===== src/rtl/kbs_pkg.sv =====
// ---------------------------------------------------------------------------
// kbs_pkg
// Shared types, constants and helpers of the spline point generator.
// ---------------------------------------------------------------------------
package kbs_pkg;

    localparam int KBS_POINTS_DEFAULT = 32;
    localparam int KBS_QUEUE_DEPTH    = 2;
    localparam int KBS_Q14_ONE        = 16384;

    typedef struct packed {
        logic signed [23:0] x;
        logic signed [23:0] y;
        logic signed [15:0] t;
        logic signed [15:0] b;
        logic signed [15:0] c;
    } t_knot;

    // one segment job: neighbors a and d, end points b and c
    typedef struct packed {
        t_knot a;
        t_knot b;
        t_knot c;
        t_knot d;
        logic  last;
    } t_job;

    function automatic logic signed [23:0] sat24(input logic signed [47:0] v);
        logic signed [23:0] r;
        if (v > 48'sd8388607) begin
            r = 24'sd8388607;
        end else if (v < -48'sd8388608) begin
            r = -24'sd8388608;
        end else begin
            r = v[23:0];
        end
        return r;
    endfunction

endpackage


===== src/rtl/kbs_knot_if.sv =====
// ---------------------------------------------------------------------------
// kbs_knot_if
// Knot channel: valid/ready handshake with one knot word.
// ---------------------------------------------------------------------------
interface kbs_knot_if;
    logic               valid;
    logic               ready;
    logic signed [23:0] knot_x;
    logic signed [23:0] knot_y;
    logic signed [15:0] tension;
    logic signed [15:0] bias;
    logic signed [15:0] continuity;
    logic               last_knot;

    modport source (output valid, knot_x, knot_y, tension, bias, continuity, last_knot,
                    input ready);
    modport sink   (input valid, knot_x, knot_y, tension, bias, continuity, last_knot,
                    output ready);
endinterface


===== src/rtl/kbs_point_if.sv =====
// ---------------------------------------------------------------------------
// kbs_point_if
// Point channel: valid/ready handshake with one curve point word.
// ---------------------------------------------------------------------------
interface kbs_point_if;
    logic               valid;
    logic               ready;
    logic signed [23:0] point_x;
    logic signed [23:0] point_y_flipped;
    logic               last_point;

    modport source (output valid, point_x, point_y_flipped, last_point, input ready);
    modport sink   (input valid, point_x, point_y_flipped, last_point, output ready);
endinterface


===== src/rtl/kbs_front.sv =====
// ---------------------------------------------------------------------------
// kbs_front
// Accept knots, keep the three-knot window, issue segment jobs.
// ---------------------------------------------------------------------------
module kbs_front
    import kbs_pkg::*;
(
    input  logic      i_clk,
    input  logic      i_rst_n,
    kbs_knot_if.sink  i_knot,
    output logic      o_job_valid,
    input  logic      i_job_ready,
    output t_job      o_job
);

    localparam logic [1:0] F_IDLE = 2'd0;
    localparam logic [1:0] F_J1   = 2'd1;
    localparam logic [1:0] F_J2   = 2'd2;

    logic [1:0] r_fstate, n_fstate;
    logic [1:0] r_seen;
    t_knot      r_win [3];
    t_knot      r_new;
    logic       r_nlast;

    t_knot w_in;
    logic  w_acc, w_push, w_fin, w_fin_last;
    t_knot w_fin_knot;
    t_job  w_j1, w_j2;

    assign w_in = '{x: i_knot.knot_x, y: i_knot.knot_y, t: i_knot.tension,
                    b: i_knot.bias, c: i_knot.continuity};
    assign i_knot.ready = (r_fstate == F_IDLE);
    assign w_acc  = i_knot.valid && i_knot.ready;
    assign w_push = o_job_valid && i_job_ready;

    always_comb begin
        w_j1 = '{a: (r_seen == 2'd3) ? r_win[0] : r_win[1], b: r_win[1], c: r_win[2],
                 d: r_new, last: !r_nlast};
        w_j2 = '{a: (r_seen >= 2'd2) ? r_win[1] : r_win[2], b: r_win[2], c: r_new,
                 d: r_new, last: 1'b1};
    end

    assign o_job_valid = (r_fstate != F_IDLE);
    assign o_job       = (r_fstate == F_J1) ? w_j1 : w_j2;

    always_comb begin
        n_fstate   = r_fstate;
        w_fin      = 1'b0;
        w_fin_knot = r_new;
        w_fin_last = r_nlast;
        case (r_fstate)
            F_IDLE: begin
                if (w_acc) begin
                    if (r_seen >= 2'd2) begin
                        n_fstate = F_J1;
                    end else if (i_knot.last_knot && r_seen == 2'd1) begin
                        n_fstate = F_J2;
                    end else begin
                        w_fin      = 1'b1;
                        w_fin_knot = w_in;
                        w_fin_last = i_knot.last_knot;
                    end
                end
            end
            F_J1: begin
                if (w_push) begin
                    if (r_nlast) begin
                        n_fstate = F_J2;
                    end else begin
                        n_fstate = F_IDLE;
                        w_fin    = 1'b1;
                    end
                end
            end
            F_J2: begin
                if (w_push) begin
                    n_fstate = F_IDLE;
                    w_fin    = 1'b1;
                end
            end
            default: n_fstate = F_IDLE;
        endcase
    end

    always_ff @(posedge i_clk) begin
        if (!i_rst_n) begin
            r_fstate <= F_IDLE;
            r_seen   <= 2'd0;
        end else begin
            r_fstate <= n_fstate;
            if (w_fin) begin
                if (w_fin_last) begin
                    r_seen <= 2'd0;
                end else if (r_seen != 2'd3) begin
                    r_seen <= r_seen + 2'd1;
                end
            end
        end
    end

    always_ff @(posedge i_clk) begin
        if (w_acc) begin
            r_new   <= w_in;
            r_nlast <= i_knot.last_knot;
        end
        if (w_fin && !w_fin_last) begin
            r_win[0] <= r_win[1];
            r_win[1] <= r_win[2];
            r_win[2] <= w_fin_knot;
        end
    end

    a_j2_only_last: assert property (@(posedge i_clk) disable iff (!i_rst_n)
        r_fstate == F_J2 |-> r_nlast)
        else $error("closing segment without a final knot");
    a_j1_needs_two: assert property (@(posedge i_clk) disable iff (!i_rst_n)
        r_fstate == F_J1 |-> r_seen >= 2'd2)
        else $error("segment issued with fewer than two stored knots");
    a_fin_idle: assert property (@(posedge i_clk) disable iff (!i_rst_n)
        w_fin |=> r_fstate == F_IDLE)
        else $error("window updated while jobs pending");

endmodule


===== src/rtl/kbs_queue.sv =====
// ---------------------------------------------------------------------------
// kbs_queue
// Short job queue between knot front and point engine.
// ---------------------------------------------------------------------------
module kbs_queue
    import kbs_pkg::*;
#(
    parameter int DEPTH = KBS_QUEUE_DEPTH
)(
    input  logic i_clk,
    input  logic i_rst_n,
    input  logic i_push_valid,
    output logic o_push_ready,
    input  t_job i_push_data,
    output logic o_pop_valid,
    input  logic i_pop_ready,
    output t_job o_pop_data
);

    localparam int PW = (DEPTH > 1) ? $clog2(DEPTH) : 1;
    localparam int CW = $clog2(DEPTH + 1);

    t_job          r_mem [DEPTH];
    logic [PW-1:0] r_wp, r_rp;
    logic [CW-1:0] r_cnt;
    logic          w_push, w_pop;

    assign o_push_ready = (r_cnt != CW'(DEPTH));
    assign o_pop_valid  = (r_cnt != '0);
    assign o_pop_data   = r_mem[r_rp];
    assign w_push       = i_push_valid && o_push_ready;
    assign w_pop        = o_pop_valid && i_pop_ready;

    always_ff @(posedge i_clk) begin
        if (!i_rst_n) begin
            r_wp  <= '0;
            r_rp  <= '0;
            r_cnt <= '0;
        end else begin
            if (w_push) begin
                r_wp <= (r_wp == PW'(DEPTH - 1)) ? '0 : r_wp + PW'(1);
            end
            if (w_pop) begin
                r_rp <= (r_rp == PW'(DEPTH - 1)) ? '0 : r_rp + PW'(1);
            end
            r_cnt <= r_cnt + CW'(w_push) - CW'(w_pop);
        end
    end

    always_ff @(posedge i_clk) begin
        if (w_push) begin
            r_mem[r_wp] <= i_push_data;
        end
    end

endmodule


===== src/rtl/kbs_engine.sv =====
// ---------------------------------------------------------------------------
// kbs_engine
// Segment engine: tangent weights, tangents, Hermite points on one multiplier.
// ---------------------------------------------------------------------------
module kbs_engine
    import kbs_pkg::*;
#(
    parameter int POINTS_PER_SEGMENT = KBS_POINTS_DEFAULT
)(
    input  logic        i_clk,
    input  logic        i_rst_n,
    input  logic        i_job_valid,
    output logic        o_job_ready,
    input  t_job        i_job,
    kbs_point_if.source o_point
);

    localparam int N  = POINTS_PER_SEGMENT;
    localparam int LW = (N > 1) ? $clog2(N) : 1;
    localparam longint NN = N;
    localparam longint N3 = NN * NN * NN;
    localparam longint QQ = KBS_Q14_ONE;

    localparam logic [1:0] S_IDLE = 2'd0;
    localparam logic [1:0] S_SET  = 2'd1;
    localparam logic [1:0] S_PNT  = 2'd2;
    localparam logic [1:0] S_OUT  = 2'd3;

    // Hermite weights, round-to-nearest of Q14 * basis(l/N)
    logic signed [15:0] w_h1 [N];
    logic signed [15:0] w_h2 [N];
    logic signed [15:0] w_h3 [N];
    logic signed [15:0] w_h4 [N];

    for (genvar g = 0; g < N; g++) begin : g_herm
        localparam longint L1 = g;
        localparam longint L2 = L1 * L1;
        localparam longint L3 = L2 * L1;
        localparam longint X1 = 2 * QQ * (2 * L3 - 3 * L2 * NN + N3) + N3;
        localparam longint X2 = 2 * QQ * (3 * L2 * NN - 2 * L3) + N3;
        localparam longint X3 = 2 * QQ * (L3 - 2 * L2 * NN + L1 * NN * NN) + N3;
        localparam longint X4 = 2 * QQ * (L3 - L2 * NN) + N3;
        localparam longint H1 = X1 / (2 * N3);
        localparam longint H2 = X2 / (2 * N3);
        localparam longint H3 = X3 / (2 * N3);
        localparam longint H4 = (X4 >= 0) ? X4 / (2 * N3)
                                          : -((-X4 + 2 * N3 - 1) / (2 * N3));
        assign w_h1[g] = 16'(H1);
        assign w_h2[g] = 16'(H2);
        assign w_h3[g] = 16'(H3);
        assign w_h4[g] = 16'(H4);
    end

    logic [1:0]         r_state;
    t_job               r_job;
    logic [3:0]         r_step;
    logic               r_phase;
    logic [3:0]         r_pstep;
    logic [LW-1:0]      r_lidx;
    logic signed [18:0] r_tmp;
    logic signed [18:0] r_w   [4];
    logic signed [29:0] r_tan [4];
    logic signed [47:0] r_acc, r_accx, r_accy;
    logic signed [54:0] r_prod;
    logic               r_ovalid, r_olast;
    logic signed [23:0] r_ox, r_oy;

    logic signed [17:0] w_bt_m, w_bb_p, w_bb_m, w_bc_p, w_bc_m;
    logic signed [17:0] w_ct_m, w_cb_p, w_cb_m, w_cc_p, w_cc_m;
    logic signed [24:0] w_dbax, w_dcbx, w_ddcx, w_dbay, w_dcby, w_ddcy;
    logic signed [29:0] w_mul_a;
    logic signed [24:0] w_mul_b;
    logic signed [54:0] w_r14, w_r15;
    logic signed [47:0] w_tsum, w_trnd, w_pacc, w_rx, w_ry;
    logic [2:0]         w_ps;
    logic               w_pop, w_out_free, w_load, w_last_pt;

    assign w_bt_m = 18'sd16384 - 18'(r_job.b.t);
    assign w_bb_p = 18'sd16384 + 18'(r_job.b.b);
    assign w_bb_m = 18'sd16384 - 18'(r_job.b.b);
    assign w_bc_p = 18'sd16384 + 18'(r_job.b.c);
    assign w_bc_m = 18'sd16384 - 18'(r_job.b.c);
    assign w_ct_m = 18'sd16384 - 18'(r_job.c.t);
    assign w_cb_p = 18'sd16384 + 18'(r_job.c.b);
    assign w_cb_m = 18'sd16384 - 18'(r_job.c.b);
    assign w_cc_p = 18'sd16384 + 18'(r_job.c.c);
    assign w_cc_m = 18'sd16384 - 18'(r_job.c.c);

    assign w_dbax = 25'(r_job.b.x) - 25'(r_job.a.x);
    assign w_dcbx = 25'(r_job.c.x) - 25'(r_job.b.x);
    assign w_ddcx = 25'(r_job.d.x) - 25'(r_job.c.x);
    assign w_dbay = 25'(r_job.b.y) - 25'(r_job.a.y);
    assign w_dcby = 25'(r_job.c.y) - 25'(r_job.b.y);
    assign w_ddcy = 25'(r_job.d.y) - 25'(r_job.c.y);

    // operand select for the shared multiplier
    always_comb begin
        w_mul_a = '0;
        w_mul_b = '0;
        if (r_state == S_SET) begin
            case (r_step)
                4'd0:  begin w_mul_a = 30'(w_bt_m); w_mul_b = 25'(w_bb_p); end
                4'd1:  begin w_mul_a = 30'(r_tmp);  w_mul_b = 25'(w_bc_p); end
                4'd2:  begin w_mul_a = 30'(w_bt_m); w_mul_b = 25'(w_bb_m); end
                4'd3:  begin w_mul_a = 30'(r_tmp);  w_mul_b = 25'(w_bc_m); end
                4'd4:  begin w_mul_a = 30'(w_ct_m); w_mul_b = 25'(w_cb_p); end
                4'd5:  begin w_mul_a = 30'(r_tmp);  w_mul_b = 25'(w_cc_m); end
                4'd6:  begin w_mul_a = 30'(w_ct_m); w_mul_b = 25'(w_cb_m); end
                4'd7:  begin w_mul_a = 30'(r_tmp);  w_mul_b = 25'(w_cc_p); end
                4'd8:  begin w_mul_a = 30'(r_w[0]); w_mul_b = w_dbax; end
                4'd9:  begin w_mul_a = 30'(r_w[1]); w_mul_b = w_dcbx; end
                4'd10: begin w_mul_a = 30'(r_w[0]); w_mul_b = w_dbay; end
                4'd11: begin w_mul_a = 30'(r_w[1]); w_mul_b = w_dcby; end
                4'd12: begin w_mul_a = 30'(r_w[2]); w_mul_b = w_dcbx; end
                4'd13: begin w_mul_a = 30'(r_w[3]); w_mul_b = w_ddcx; end
                4'd14: begin w_mul_a = 30'(r_w[2]); w_mul_b = w_dcby; end
                default: begin w_mul_a = 30'(r_w[3]); w_mul_b = w_ddcy; end
            endcase
        end else if (r_state == S_PNT) begin
            case (r_pstep)
                4'd0: begin w_mul_a = 30'(r_job.b.x); w_mul_b = 25'(w_h1[r_lidx]); end
                4'd1: begin w_mul_a = 30'(r_job.c.x); w_mul_b = 25'(w_h2[r_lidx]); end
                4'd2: begin w_mul_a = r_tan[0];       w_mul_b = 25'(w_h3[r_lidx]); end
                4'd3: begin w_mul_a = r_tan[2];       w_mul_b = 25'(w_h4[r_lidx]); end
                4'd4: begin w_mul_a = 30'(r_job.b.y); w_mul_b = 25'(w_h1[r_lidx]); end
                4'd5: begin w_mul_a = 30'(r_job.c.y); w_mul_b = 25'(w_h2[r_lidx]); end
                4'd6: begin w_mul_a = r_tan[1];       w_mul_b = 25'(w_h3[r_lidx]); end
                4'd7: begin w_mul_a = r_tan[3];       w_mul_b = 25'(w_h4[r_lidx]); end
                default: begin w_mul_a = '0; w_mul_b = '0; end
            endcase
        end
    end

    assign w_r14  = (r_prod + 55'sd8192) >>> 14;
    assign w_r15  = (r_prod + 55'sd16384) >>> 15;
    assign w_tsum = 48'(r_prod) + r_acc;
    assign w_trnd = (w_tsum + 48'sd8192) >>> 14;
    assign w_ps   = 3'(r_pstep - 4'd1);
    assign w_pacc = 48'(r_prod);
    assign w_rx   = (r_accx + 48'sd8192) >>> 14;
    assign w_ry   = -((r_accy + 48'sd8192) >>> 14);

    assign o_job_ready = (r_state == S_IDLE);
    assign w_pop       = i_job_valid && o_job_ready;
    assign w_out_free  = !r_ovalid || o_point.ready;
    assign w_load      = (r_state == S_OUT) && w_out_free;
    assign w_last_pt   = (r_lidx == LW'(N - 1));

    always_ff @(posedge i_clk) begin
        if (!i_rst_n) begin
            r_state  <= S_IDLE;
            r_step   <= '0;
            r_phase  <= 1'b0;
            r_pstep  <= '0;
            r_lidx   <= '0;
            r_ovalid <= 1'b0;
        end else begin
            if (w_load) begin
                r_ovalid <= 1'b1;
            end else if (o_point.ready) begin
                r_ovalid <= 1'b0;
            end
            case (r_state)
                S_IDLE: begin
                    if (w_pop) begin
                        r_state <= S_SET;
                        r_step  <= '0;
                        r_phase <= 1'b0;
                    end
                end
                S_SET: begin
                    r_phase <= !r_phase;
                    if (r_phase) begin
                        r_step <= r_step + 4'd1;
                        if (r_step == 4'd15) begin
                            r_state <= S_PNT;
                            r_pstep <= '0;
                            r_lidx  <= '0;
                        end
                    end
                end
                S_PNT: begin
                    r_pstep <= r_pstep + 4'd1;
                    if (r_pstep == 4'd8) begin
                        r_state <= S_OUT;
                    end
                end
                S_OUT: begin
                    if (w_out_free) begin
                        if (w_last_pt) begin
                            r_state <= S_IDLE;
                        end else begin
                            r_lidx  <= r_lidx + LW'(1);
                            r_pstep <= '0;
                            r_state <= S_PNT;
                        end
                    end
                end
                default: r_state <= S_IDLE;
            endcase
        end
    end

    // datapath: product register, consumed in the cycle after it is formed
    always_ff @(posedge i_clk) begin
        r_prod <= w_mul_a * w_mul_b;
        if (w_pop) begin
            r_job <= i_job;
        end
        if (r_state == S_SET && r_phase) begin
            if (!r_step[3]) begin
                if (!r_step[0]) begin
                    r_tmp <= w_r14[18:0];
                end else begin
                    r_w[r_step[2:1]] <= w_r15[18:0];
                end
            end else begin
                if (!r_step[0]) begin
                    r_acc <= w_pacc;
                end else begin
                    r_tan[r_step[2:1]] <= w_trnd[29:0];
                end
            end
        end
        if (r_state == S_PNT && r_pstep != 4'd0) begin
            if (!w_ps[2]) begin
                r_accx <= (w_ps[1:0] == 2'd0) ? w_pacc : r_accx + w_pacc;
            end else begin
                r_accy <= (w_ps[1:0] == 2'd0) ? w_pacc : r_accy + w_pacc;
            end
        end
        if (w_load) begin
            r_ox    <= sat24(w_rx);
            r_oy    <= sat24(w_ry);
            r_olast <= r_job.last && w_last_pt;
        end
    end

    assign o_point.valid           = r_ovalid;
    assign o_point.point_x         = r_ox;
    assign o_point.point_y_flipped = r_oy;
    assign o_point.last_point      = r_olast;

    a_pstep_range: assert property (@(posedge i_clk) disable iff (!i_rst_n)
        r_state == S_PNT |-> r_pstep <= 4'd8)
        else $error("point step out of range");
    a_pop_starts: assert property (@(posedge i_clk) disable iff (!i_rst_n)
        w_pop |=> r_state == S_SET && r_step == 4'd0 && !r_phase)
        else $error("job taken without starting setup");
    a_load_shows: assert property (@(posedge i_clk) disable iff (!i_rst_n)
        w_load |=> r_ovalid && (r_olast == $past(r_job.last && w_last_pt)))
        else $error("point word not presented after load");

endmodule


===== src/rtl/kb_spline_point_generator_top.sv =====
// ---------------------------------------------------------------------------
// kb_spline_point_generator_top
// Kochanek-Bartels spline point generator, fixed point, streaming knots.
// ---------------------------------------------------------------------------
// Usage:
//   i_knot carries one knot word per handshake (x, y Q16.8; tension, bias,
//   continuity Q1.14; last_knot). o_point carries curve point words (x and
//   negated y, Q16.8, saturated) with last_point on the final word that a
//   knot causes. Both channels use valid/ready.
//   From the second stored knot on, every knot releases one segment of
//   POINTS_PER_SEGMENT words; a final knot releases the pending segment and
//   the closing one, then the window returns to empty for the next curve.
//   Each segment runs on the single shared multiplier: 16 setup products
//   for weights and tangents, then 8 products and one output word per
//   point. The engine takes a new segment job only when idle, after the
//   last point word of the current one has been loaded.
//   The knot front and the point engine meet in a two-entry job queue, so
//   knots keep coming in while the engine works. A stalled receiver holds
//   the output word; the engine waits, then the queue fills, then i_knot
//   drops ready. Reset (synchronous, active low) empties window and queue.
// ---------------------------------------------------------------------------
module kb_spline_point_generator_top
    import kbs_pkg::*;
#(
    parameter int POINTS_PER_SEGMENT = KBS_POINTS_DEFAULT
)(
    input  logic        i_clk,
    input  logic        i_rst_n,
    kbs_knot_if.sink    i_knot,
    kbs_point_if.source o_point
);

    // front to queue
    logic f_valid, f_ready;
    t_job f_job;
    // queue to engine
    logic q_valid, q_ready;
    t_job q_job;

    kbs_front u_front (
        .i_clk       (i_clk),
        .i_rst_n     (i_rst_n),
        .i_knot      (i_knot),
        .o_job_valid (f_valid),
        .i_job_ready (f_ready),
        .o_job       (f_job)
    );

    kbs_queue #(
        .DEPTH (KBS_QUEUE_DEPTH)
    ) u_queue (
        .i_clk        (i_clk),
        .i_rst_n      (i_rst_n),
        .i_push_valid (f_valid),
        .o_push_ready (f_ready),
        .i_push_data  (f_job),
        .o_pop_valid  (q_valid),
        .i_pop_ready  (q_ready),
        .o_pop_data   (q_job)
    );

    kbs_engine #(
        .POINTS_PER_SEGMENT (POINTS_PER_SEGMENT)
    ) u_engine (
        .i_clk       (i_clk),
        .i_rst_n     (i_rst_n),
        .i_job_valid (q_valid),
        .o_job_ready (q_ready),
        .i_job       (q_job),
        .o_point     (o_point)
    );

endmodule


===== src/flat_wrapper.sv =====
// flat-port wrapper written by rule: the top's interface ports become plain ports
module kb_spline_point_generator_top_flat import kbs_pkg::*;
#(
    parameter int POINTS_PER_SEGMENT = KBS_POINTS_DEFAULT
)
  (i_clk, i_rst_n, i_knot_valid, i_knot_knot_x, i_knot_knot_y, i_knot_tension, i_knot_bias, i_knot_continuity, i_knot_last_knot, i_knot_ready, o_point_valid, o_point_point_x, o_point_point_y_flipped, o_point_last_point, o_point_ready);
  kbs_knot_if i_knot_i ();
  kbs_point_if o_point_i ();
  input  logic i_clk;
  input  logic i_rst_n;
  input wire logic [$bits(i_knot_i.valid)-1:0] i_knot_valid;
  input wire logic [$bits(i_knot_i.knot_x)-1:0] i_knot_knot_x;
  input wire logic [$bits(i_knot_i.knot_y)-1:0] i_knot_knot_y;
  input wire logic [$bits(i_knot_i.tension)-1:0] i_knot_tension;
  input wire logic [$bits(i_knot_i.bias)-1:0] i_knot_bias;
  input wire logic [$bits(i_knot_i.continuity)-1:0] i_knot_continuity;
  input wire logic [$bits(i_knot_i.last_knot)-1:0] i_knot_last_knot;
  output wire logic [$bits(i_knot_i.ready)-1:0] i_knot_ready;
  output wire logic [$bits(o_point_i.valid)-1:0] o_point_valid;
  output wire logic [$bits(o_point_i.point_x)-1:0] o_point_point_x;
  output wire logic [$bits(o_point_i.point_y_flipped)-1:0] o_point_point_y_flipped;
  output wire logic [$bits(o_point_i.last_point)-1:0] o_point_last_point;
  input wire logic [$bits(o_point_i.ready)-1:0] o_point_ready;
  assign i_knot_i.valid = i_knot_valid;
  assign i_knot_i.knot_x = i_knot_knot_x;
  assign i_knot_i.knot_y = i_knot_knot_y;
  assign i_knot_i.tension = i_knot_tension;
  assign i_knot_i.bias = i_knot_bias;
  assign i_knot_i.continuity = i_knot_continuity;
  assign i_knot_i.last_knot = i_knot_last_knot;
  assign i_knot_ready = i_knot_i.ready;
  assign o_point_valid = o_point_i.valid;
  assign o_point_point_x = o_point_i.point_x;
  assign o_point_point_y_flipped = o_point_i.point_y_flipped;
  assign o_point_last_point = o_point_i.last_point;
  assign o_point_i.ready = o_point_ready;
  kb_spline_point_generator_top #(.POINTS_PER_SEGMENT(POINTS_PER_SEGMENT)) u_core (.i_clk(i_clk), .i_rst_n(i_rst_n), .i_knot(i_knot_i), .o_point(o_point_i));
endmodule

===== config.mk =====
export PLATFORM = sky130hd
export DESIGN_NAME = kb_spline_point_generator_top_flat
export DESIGN_NICKNAME = d
export VERILOG_FILES = /design/src/rtl/kbs_pkg.sv /design/src/rtl/kbs_knot_if.sv /design/src/rtl/kbs_point_if.sv /design/src/rtl/kbs_front.sv /design/src/rtl/kbs_queue.sv /design/src/rtl/kbs_engine.sv /design/src/rtl/kb_spline_point_generator_top.sv /design/src/flat_wrapper.sv
export SDC_FILE = /design/constraint.sdc
export NUM_CORES = 2
export LEC_CHECK = 0
export ABC_CLOCK_PERIOD_IN_PS = 19280
export BUFFER_PORTS_ARGS = -buffer_cell sky130_fd_sc_hd__buf_2
export CORE_MARGIN = 4
export CORE_UTILIZATION = 40
export DETAILED_ROUTE_END_ITERATION = 8
export PLACE_DENSITY = 0.64
export REMOVE_ABC_BUFFERS = 1
export SYNTH_ARGS = -nofsm -noshare
export SYNTH_HDL_FRONTEND = slang
export SYNTH_SLANG_ARGS = --single-unit
export TNS_END_PERCENT = 20

===== constraint.sdc =====
create_clock -name i_clk -period 19.28 [get_ports i_clk]
set_input_delay 3.856 -clock i_clk [delete_from_list [all_inputs] [get_ports i_clk]]
set_output_delay 3.856 -clock i_clk [all_outputs]
set_load 0.05 [all_outputs]

==> out/qor.csv <==
stage;metric;value;unit
hold_path;Min-Delay Endpoint;u_core.u_front.r_win[0][51];
sta;final worst-path cycle share;0.6553;
drt;drt pass-1 iters;6;
logic_synthesis;Syn Area/Cell;11.61;µm²
hold_path;Worst Hold Class;reg -> reg;
drt;DR DRC count;0;
global_routing;largest net degree at the start of global routing;153;
sta;worst clock skew;0.09454;ns
sta;fmax;0.07915;GHz
logic_synthesis;Area contributors post-synth;edfxtp_1 (45%), fa_1 (13%), mux2_2 (6.1%), ha_1 (6.0%), inv_1 (3.5%);
power;Gate power share;0.439;
power;Clk network pwr share;0.227;
clock_tree;Post-CTS Setup Bufs;0;
finish;# fillers;24465;
hold_path;hold wc startpoint;u_core.u_front.r_win[0][147];
drt;via count;74338;
setup_path;Setup CP Type;reg -> reg;
floorplanning;Die Wd;526.9;µm
global_routing;first-pass GRT wire length;481000;µm
logic_synthesis;Synth Flop Type;edfxtp_1;
hold_path;hold path cells;0;
power;internal power;9.503;mW
clock_tree;# hold bufs at CTS;0;
clock_tree;CTS tree;built;
logic_synthesis;Post-synth EDFFs;1608;
place;Place WS;6.752;ns
power;Reg power frac;0.335;
sta;final hold violation count;0;
clock_tree;clk_lat worst skew;0.90;ns
finish;layout cells sized above 1;0.1336;
clock_tree;clock transition at the registers of the reported paths;0.07;ns
finish;Nets;10723;
sta;setup_tns;0;ns
logic_synthesis;Distinct cells, synth;96;
sta;Slew Viols, Final;0;
clock_tree;CTS Buf Count;189;
setup_path;Worst Setup Start Kind;flip-flop;
floorplanning;Starting Density;0.4020;
drt;antenna-violating nets left;0;
drt;Post-Route WL;324000;µm
power;Pleak;46.85;nW
global_routing;initial antenna violation count;10;
place;placed inst area;113200;µm²
logic_synthesis;sequential cell area fraction in the yosys report;0.4619;
sta;post-route setup slack;6.645;ns
power;peak supply drop;0.00009062;V
logic_synthesis;Async SR Flop Fraction;0;
logic_synthesis;most common cell in the netlist;edfxtp_1;
global_routing;grt ovf;0;
finish;P&R area growth vs syn;10.87;%
sta;Final Setup Violations;0;
power;switching share of power;0.4091;
logic_synthesis;Post-Synthesis Cells;9279;
setup_path;Most common cell on crit path;fa_1;
logic_synthesis;Post-Syn Area;107700;µm²
floorplanning;die height;526.9;µm
logic_synthesis;Synth warnings;0;
place;Final Wtd Congestion;0.9512;
global_routing;global-route usage over all layers;0.2280;
place;Port Buffers;151;
run_status;status;finished clean;
setup_path;CP arrival;13.35;ns
setup_path;CP max stage delay;0.73;ns
power;Power Density;134.7;nW/µm²
logic_synthesis;area leader, netlist;edfxtp_1;
floorplanning;Die Area;277600;µm²
setup_path;Worst Path Required;19.99;ns
place;Final HPWL DP;235000;µm
setup_path;slowest library cell on the worst path;o21ai_0;
sta;RSZ-0062 raised after global routing;no;
setup_path;Worst R2R Setup Slack;6.65;ns
global_routing;number of global-route vias before repair;74758;
drt;drt wl/cell;24.73;µm
logic_synthesis;Yosys reg bits;1681;
setup_path;reg2reg path depth;39;
setup_path;Max FO, Critical Path;29;
setup_path;worst reg2reg endpoint;u_core.u_engine.r_prod[47];
drt;initial drt markers;7214;
clock_tree;clock root buffer;clkbuf_16;
clock_tree;post-CTS sizing;0;
sta;Worst Tran Pin Value;1.214;ns
floorplanning;total core area;267900;µm²
clock_tree;H-tree levels;4;
logic_synthesis;share of the synthesized area in the top cell type;0.4483;
finish;Final Cell Area;119400;µm²
clock_tree;Max clock buf depth;4;
drt;Vias/cell;5.672;
sta;Final Critical Period;12.63;ns
setup_path;reg-to-reg critical path startpoint;u_core.u_engine.r_job[195];
floorplanning;Ports;152;
power;Switching Power;6.580;mW
flow_run;max_cap viols;0;
logic_synthesis;top post-synthesis cells by count;edfxtp_1 (1,608), inv_1 (1,005), nand2_1 (961);
clock_tree;CTS Sinks;1681;
setup_path;Crit. End Element;flip-flop;
sta;Relative slew margins;0.1905;
floorplanning;num rows;190;
==> cells by family after synthesis <==
logic type,share of synthesized area
adder cells (fa/ha/maj),0.1907
AO/OA/AOI/OAI,0.1004
XOR/XNOR,0.03848
flip-flops,0.4619
multiplexers,0.06310
AND/OR/NAND/NOR,0.09650
buffers and inverters,0.04891
==> power by group through the flow <==
stage | sequential [mW] | clock, mW | combinational, mW
floorplan | 5.35 | 0 | 4.66
global placement | 5.43 | 0 | 6.80
detailed placement | 5.45 | 0 | 6.91
CTS | 5.37 | 3.72 | 6.97
global route | 5.42 | 3.87 | 7.67
finish | 5.39 | 3.64 | 7.05
==> registers in the layout, indices dropped and copies added, names as in the netlist, 24 cells and up <==
register / count
u_core.u_engine.r_w: 76
u_core.u_engine.r_job: 289
u_core.u_engine.r_acc: 44
u_core.u_front.r_win: 240
u_core.u_engine.r_accy: 48
u_core.u_queue.r_mem: 578
u_core.u_engine.r_tan: 120
u_core.u_engine.r_prod: 48
u_core.u_engine.r_accx: 48
u_core.u_engine.o_point.point_y_flipped: 24
u_core.u_engine.o_point.point_x: 24
u_core.u_front.r_new: 96
==> metrics by stage <==
step	utilization	hold WS, ns	cells	power (mW)
3_3_place_gp	0.4224	0.4515	12762	12.23
6_report	0.4457	0.4505	13105	16.08
4_1_cts	0.4457	0.4399	13102	16.06
5_1_grt	0.4457	0.4740	13102	16.96
2_1_floorplan	-	0.4398	8890	10.01
3_5_place_dp	0.4225	0.4556	12763	12.36
==> area by class of cell <==
| cell class | instances | area (µm²) | share of cell area |
|---|---|---|---|
| Sequential cell | 1681 | 49750 | 0.4167 |
| Clock inverter | 109 | 1277 | 0.01070 |
| Timing Repair Buffer | 321 | 2098 | 0.01757 |
| Clock buffer | 230 | 4935 | 0.04133 |
| Antenna cell | 3 | 7.507 | 0.00006287 |
| Inverter | 1009 | 3795 | 0.03178 |
| Tap cell | 3552 | 4444 | 0.03722 |
| Multi-Input combinational cell | 6200 | 53100 | 0.4447 |
==> cells in the final DEF, fill, tap and decap left out, types with 37 or more instances in the layout <==
master / synthesis / routed
ha_1: 517 / 516
edfxtp_1: 1608 / 1608
dfxtp_1: 73 / 70
nand2b_1: 79 / 79
a31oi_1: 54 / 50
inv_1: 1005 / 1004
nand3_1: 150 / 149
clkbuf_16: 0 / 190
clkbuf_1: 357 / 37
and3_1: 57 / 57
o21a_1: 58 / 58
a21o_1: 137 / 137
xnor2_1: 268 / 268
a21oi_1: 372 / 370
nor2_1: 472 / 462
nand2_1: 961 / 961
nor3_1: 104 / 99
buf_4: 1 / 164
xor2_1: 200 / 200
a22oi_1: 176 / 176
a211oi_1: 48 / 47
buf_2: 13 / 151
o21ai_0: 401 / 383
mux2_2: 584 / 584
nand4_1: 90 / 90
and2_1: 73 / 69
fa_1: 703 / 703
nor2b_1: 81 / 78
==> worst max-delay path, delay by kind of cell (launching register included) <==
family	cells	cell delay, ns
compound gates	12	3.83
xor+xnor	3	0.57
fa+ha+maj	8	3.76
buf+inv	6	0.63
flops	1	0.45
simple gates	10	3.24
==> worst max path at each step <==
stage | to | from | slack (ns) | cells after the start
after detailed placement | u_core.u_engine.r_prod[47] | u_core.u_engine.r_job[195] | 6.75 | 39
after CTS | u_core.u_engine.r_prod[47] | u_core.u_engine.r_job[195] | 6.70 | 39
final | u_core.u_engine.r_prod[47] | u_core.u_engine.r_job[195] | 6.65 | 39
after global placement | u_core.u_engine.r_prod[47] | u_core.u_engine.r_job[195] | 7.06 | 39
after floorplan | u_core.u_queue.r_mem[0][337] | u_core.u_front.r_fstate[0] | 1.96 | 5
after global routing | u_core.u_engine.r_prod[47] | u_core.u_engine.r_job[195] | 6.11 | 39
==> metal layers <==
metal  track usage  wire (µm)  vias up  part of all wire
met5             0         55        -           0.00017
met4        0.1166      20230        8             0.062
met3       0.04077      24840      748             0.077
li1              -          -    33110                 -
met1        0.2998     131800    37339              0.41
met2        0.3625     147100     3133              0.45
Note: power is estimated with default switching activity, not from simulation.
